`src/design/ort_pkg.sv`:
```
`timescale 1ns / 1ps
// ----------------------------------------------------------------------------
// ort_pkg - shared types and constants of the ordered route table
// Command codes, status codes and the per-cell entry and control words.
// ----------------------------------------------------------------------------
package ort_pkg;

  localparam int TableDepthDefault = 16;
  localparam int InterfaceCountDefault = 16;

  typedef enum logic [2:0] {
    CMD_LOOKUP = 3'd0,
    CMD_ADD    = 3'd1,
    CMD_DELETE = 3'd2,
    CMD_REBASE_NET  = 3'd3,
    CMD_REBASE_MASK = 3'd4
  } cmd_t;

  typedef enum logic [1:0] {
    ST_OK       = 2'd0,
    ST_NOT_FOUND = 2'd1,
    ST_FULL     = 2'd2
  } status_t;

  typedef struct packed {
    logic        valid;
    logic [31:0] network;
    logic [31:0] mask;
    logic [3:0]  intf;
    logic [7:0]  metric;
    logic        host;
  } entry_t;

  // Control word broadcast to every cell for one command.
  typedef struct packed {
    logic        shift_in;    // insert at head, shift all toward tail
    logic        del;         // remove hit cell, pull tail side forward
    logic        rebase_net;
    logic        rebase_mask;
    logic [31:0] address;
    logic [31:0] net_mask;
    logic [3:0]  intf;
    logic [31:0] old_addr;
    logic [31:0] old_mask;
  } cell_ctl_t;

  // Per-cell match flags returned to the controller.
  typedef struct packed {
    logic lookup_hit;
    logic exact_hit;
    logic rebase_hit;
  } cell_match_t;

endpackage

```
`src/design/ort_cell.sv`:
```
`timescale 1ns / 1ps
// ----------------------------------------------------------------------------
// ort_cell - one slot of the route chain
// Holds one entry, compares it against the command, and shifts or rewrites
// under the first-hit select from the controller.
// ----------------------------------------------------------------------------
module ort_cell (
  input  logic                clk,
  input  logic                rst_n,
  input  ort_pkg::cell_ctl_t  ctl,
  input  ort_pkg::entry_t     from_head,   // neighbor nearer the head
  input  ort_pkg::entry_t     from_tail,   // neighbor nearer the tail
  input  logic                sel,         // this cell is the first hit
  input  logic                after_sel,   // a nearer cell is the first hit
  output ort_pkg::entry_t     entry,
  output ort_pkg::cell_match_t match
);

  ort_pkg::entry_t entry_r, entry_nxt;

  assign entry = entry_r;

  always_comb begin
    match.lookup_hit = entry_r.valid &&
      ((ctl.address & entry_r.mask) == (entry_r.network & entry_r.mask));
    match.exact_hit  = entry_r.valid && entry_r.network == ctl.address &&
      entry_r.mask == ctl.net_mask;
    match.rebase_hit = entry_r.valid && !entry_r.host && entry_r.intf == ctl.intf &&
      ((entry_r.network & ctl.old_mask) == (ctl.old_addr & ctl.old_mask));
  end

  always_comb begin
    entry_nxt = entry_r;
    if (ctl.shift_in) begin
      entry_nxt = from_head;
    end else if (ctl.del && (sel || after_sel)) begin
      // pull the tail side forward over the removed slot
      entry_nxt = from_tail;
    end else if (ctl.rebase_net && sel) begin
      entry_nxt.network = ctl.address;
    end else if (ctl.rebase_mask && sel) begin
      entry_nxt.mask = ctl.net_mask;
    end
  end

  always_ff @(posedge clk) begin
    if (!rst_n) begin
      entry_r <= '0;
    end else begin
      entry_r <= entry_nxt;
    end
  end

endmodule

```
`config.mk`:
```
export PLATFORM = sky130hd
export DESIGN_NAME = ort_cell
export DESIGN_NICKNAME = d
export VERILOG_FILES = /design/src/design/ort_pkg.sv /design/src/design/ort_cell.sv
export SDC_FILE = /design/constraint.sdc
export NUM_CORES = 1
export LEC_CHECK = 0
export BUFFER_PORTS_ARGS = -buffer_cell sky130_fd_sc_hd__buf_2
export CAP_MARGIN = 20
export CORE_AREA = 2 2 146 148
export CTS_BUF_LIST = sky130_fd_sc_hd__clkbuf_4
export DETAILED_ROUTE_END_ITERATION = 6
export DIE_AREA = 0 0 148 150
export SLEW_MARGIN = 20
export SYNTH_ARGS = -nofsm -noshare
export SYNTH_HDL_FRONTEND = slang
export SYNTH_SLANG_ARGS = --single-unit
```
`constraint.sdc`:
```
create_clock -name clk -period 2 [get_ports clk]
set_input_delay 0.4 -clock clk [delete_from_list [all_inputs] [get_ports clk]]
set_output_delay 0.4 -clock clk [all_outputs]
set_load 0.02 [all_outputs]
```
==> results.toml <==
[place]
io_buffers = 376
place_inst = 1420
place_congestion = 0.874
pre_cts_slack_ps = -249
dp.final_hpwl_mm = 22.6
post_dp_cell_area_mm2 = 0.00834

[sta]
hold_ws_ps = 158
finalSetupViolCount = 3
period_minus_slack_ps = 2460
grt_setup_unrepaired = "yes"
maxSlewHeadroom_pct = 64.6
worst_pin_slew_ps = 532
finalMaxSlewViolations = 0
fin_ws_ps = -456
timing.final.crit_share_pct = 123
tns_ps = -1230
finClkSkew_ps = 0
fmax_mhz = 407
hold_viol = 0

[grt]
antenna_found_initial = 3
grt_max_degree = 65
grt.overflow.total = 0
grt_pass1_vias = 6837
grt_usage_pct = 23.8
grt_pass1_wl_mm = 39.7

[critical_path]
worstPathArrival_ps = 2060
critPathSlowestCell = "dfxtp_4"
worst_ep_required_time_ps = 1600
end_kind = "output port"
worstPathMaxFanout = 4
reg2reg_slack_ps = 1120
r2r-start = "entry[77]$_SDFFE_PN0P_"
start_kind = "register"
max_stage_delay_ps = 400
r2r_end = "entry[77]$_SDFFE_PN0P_"
path_cells = "xor2_1, a2111oi_2, nand4_1, nor3_2, buf_4"
critPathKind = "register to output port"
r2r.worst_path.cells = 3
endpoint = "match[0]"
worstSetupStartpoint = "entry[53]$_SDFFE_PN0P_"

[route]
drtPass1Iterations = 4
wl_per_cell_um = 19.3
wl_mm = 27.7
drc_errors = 0
detail-route-antenna-nets = 0
num_vias = 7088
drt_iter0_drc = 290
viasPerCell = 4.93

[die]
die_h_um = 150
initial_utilization_pct = 27.0
ios = 377
die-area_mm2 = 0.0222
die_x_um = 148
rows = 53
coreArea_mm2 = 0.0207

[layout]
area_growth_pct = 57.7
fill_cells = 2165
multi_input_comb_area_mm2 = 0.00406
drive_above_1_share_pct = 45.1
final_area_mm2 = 0.00881
utilization_pct = 42.6
layout_commonest_cell = "buf_2"
largest_reg_flops = 78
layout_common_cells = "373 x buf_2, 221 x nand2_1, 70 x xor2_1"
instances_no_fill = 1437
seqCellArea_mm2 = 0.00161
nets = 1453

[synth]
ys_top_cells_by_area = "dfxtp_1 28%, nand2_1 15%, xor2_1 13%"
ys_warn_count = 0
yosys.area.top_type = "dfxtp_1"
synth_cell_type_count = 29
yosysSeqAreaShare_pct = 27.9
synth_cells = 745
synth_area_per_cell_um2 = 7.50
synth_nets = 1041
netlist_area_mm2 = 0.00559
synth_top_cell_area_share_pct = 27.9
ys_ff_latch = 78

[power_and_ir_drop]
peakVddDrop_mv = 0.273
p_total_mw = 4.85
power_leakage_nw = 4.35
p_per_area_mw_per_mm2 = 550

[hold_path]
hold_class = "input pin to register"
hold_path_depth = 2

[cts]
cts_buffers = 9
clk_pin_slew_ps = 140
htreeDepth = 3
cts_sinks = 78
root_buffer = "clkbuf_4"
clk_latency_ps = 450
clock_path_buffers = 2
cts_tree = "done"

[status]
violations = "setup timing"
status = "finished with violations"

[run]
maxCapViolCount = 0
area by class of cell:
| cell class | instances | area share, % |
|---|---|---|
| multi-input combinational | 609 | 46.1 |
| tap | 275 | 3.90 |
| sequential | 78 | 18.2 |
| antenna | 2 | 0.0568 |
| timing repair buffer | 456 | 30.1 |
| inverter | 3 | 0.156 |
| clock inverter | 2 | 0.398 |
| clock buffer | 12 | 1.02 |
worst min-delay path by stage:
stage | end | startpoint | slack [ps]
2_1_floorplan | entry[0]$_SDFFE_PN0P_ | from_head[0] | 540
3_3_place_gp | entry[27]$_SDFFE_PN0P_ | entry[27]$_SDFFE_PN0P_ | 500
3_5_place_dp | entry[27]$_SDFFE_PN0P_ | entry[27]$_SDFFE_PN0P_ | 500
4_1_cts | entry[12]$_SDFFE_PN0P_ | from_head[12] | 90
5_1_grt | entry[12]$_SDFFE_PN0P_ | from_head[12] | 110
6_report | entry[12]$_SDFFE_PN0P_ | from_head[12] | 160
power breakdown:
| group | internal (mW) | total, mW | switching (mW) |
|---|---|---|---|
| logic | 0.927 | 2.03 | 1.11 |
| clock network | 0.410 | 0.976 | 0.566 |
| registers | 1.69 | 1.84 | 0.152 |
routing by layer:
metal | wire length (um) | share of wire (%) | vias to the layer above | track usage [%]
li1 | - | - | 3455 | -
met1 | 11500 | 42 | 3299 | 29.5
met2 | 13900 | 50 | 305 | 42.6
met3 | 1690 | 6.1 | 29 | 3.96
met4 | 591 | 2.1 | 0 | 6.67
met5 | 0 | 0 | - | 0
kinds of logic (layout without fill, tap and decap cells):
family | Yosys count | after routing | share of synthesized area (%)
simple gates | 331 | 331 | 24.5
flops | 78 | 78 | 27.9
compound gates | 178 | 178 | 26.8
other cells | 0 | 2 | 0
buf+inv | 58 | 473 | 5.08
xor+xnor | 100 | 100 | 15.7
cell usage after synthesis:
library cell and n:
nand2_1 221, xor2_1 80, dfxtp_1 78, nand3_1 48
nor2_1 33, o211ai_1 33, a21boi_0 32, a21boi_1 32
a311o_1 32, clkbuf_1 32, xnor2_1 20, o211a_1 14
nor4_1 13, nand4_1 12, buf_2 11, a221oi_1 10
a22o_1 10, a22oi_1 8, buf_6 7, buf_1 5
inv_1 3, nor3_1 3, a222oi_1 2, a2111oi_0 1
a21oi_1 1, a311oi_4 1, and3_1 1, o21a_1 1
o21ai_1 1
worst max-delay path, delay by kind of cell (launching register included):
family                 cells  cell delay (ps)
AND/OR/NAND/NOR            2              480
AO/OA/AOI/OAI              1              330
XOR/XNOR                   1              220
buffers and inverters      1              170
flip-flops                 1              400
timing repair:
| action | in CTS | in global routing |
|---|---|---|
| hold buffers | 0 | 0 |
| setup buffers | 1 | 0 |
| pin swaps | 17 | 14 |
| endpoints found under the hold margin | 0 | 0 |
| endpoints found under the setup margin | 3 | 3 |
| gates resized for setup | 45 | 24 |
Power figures use the tool's default switching activity.
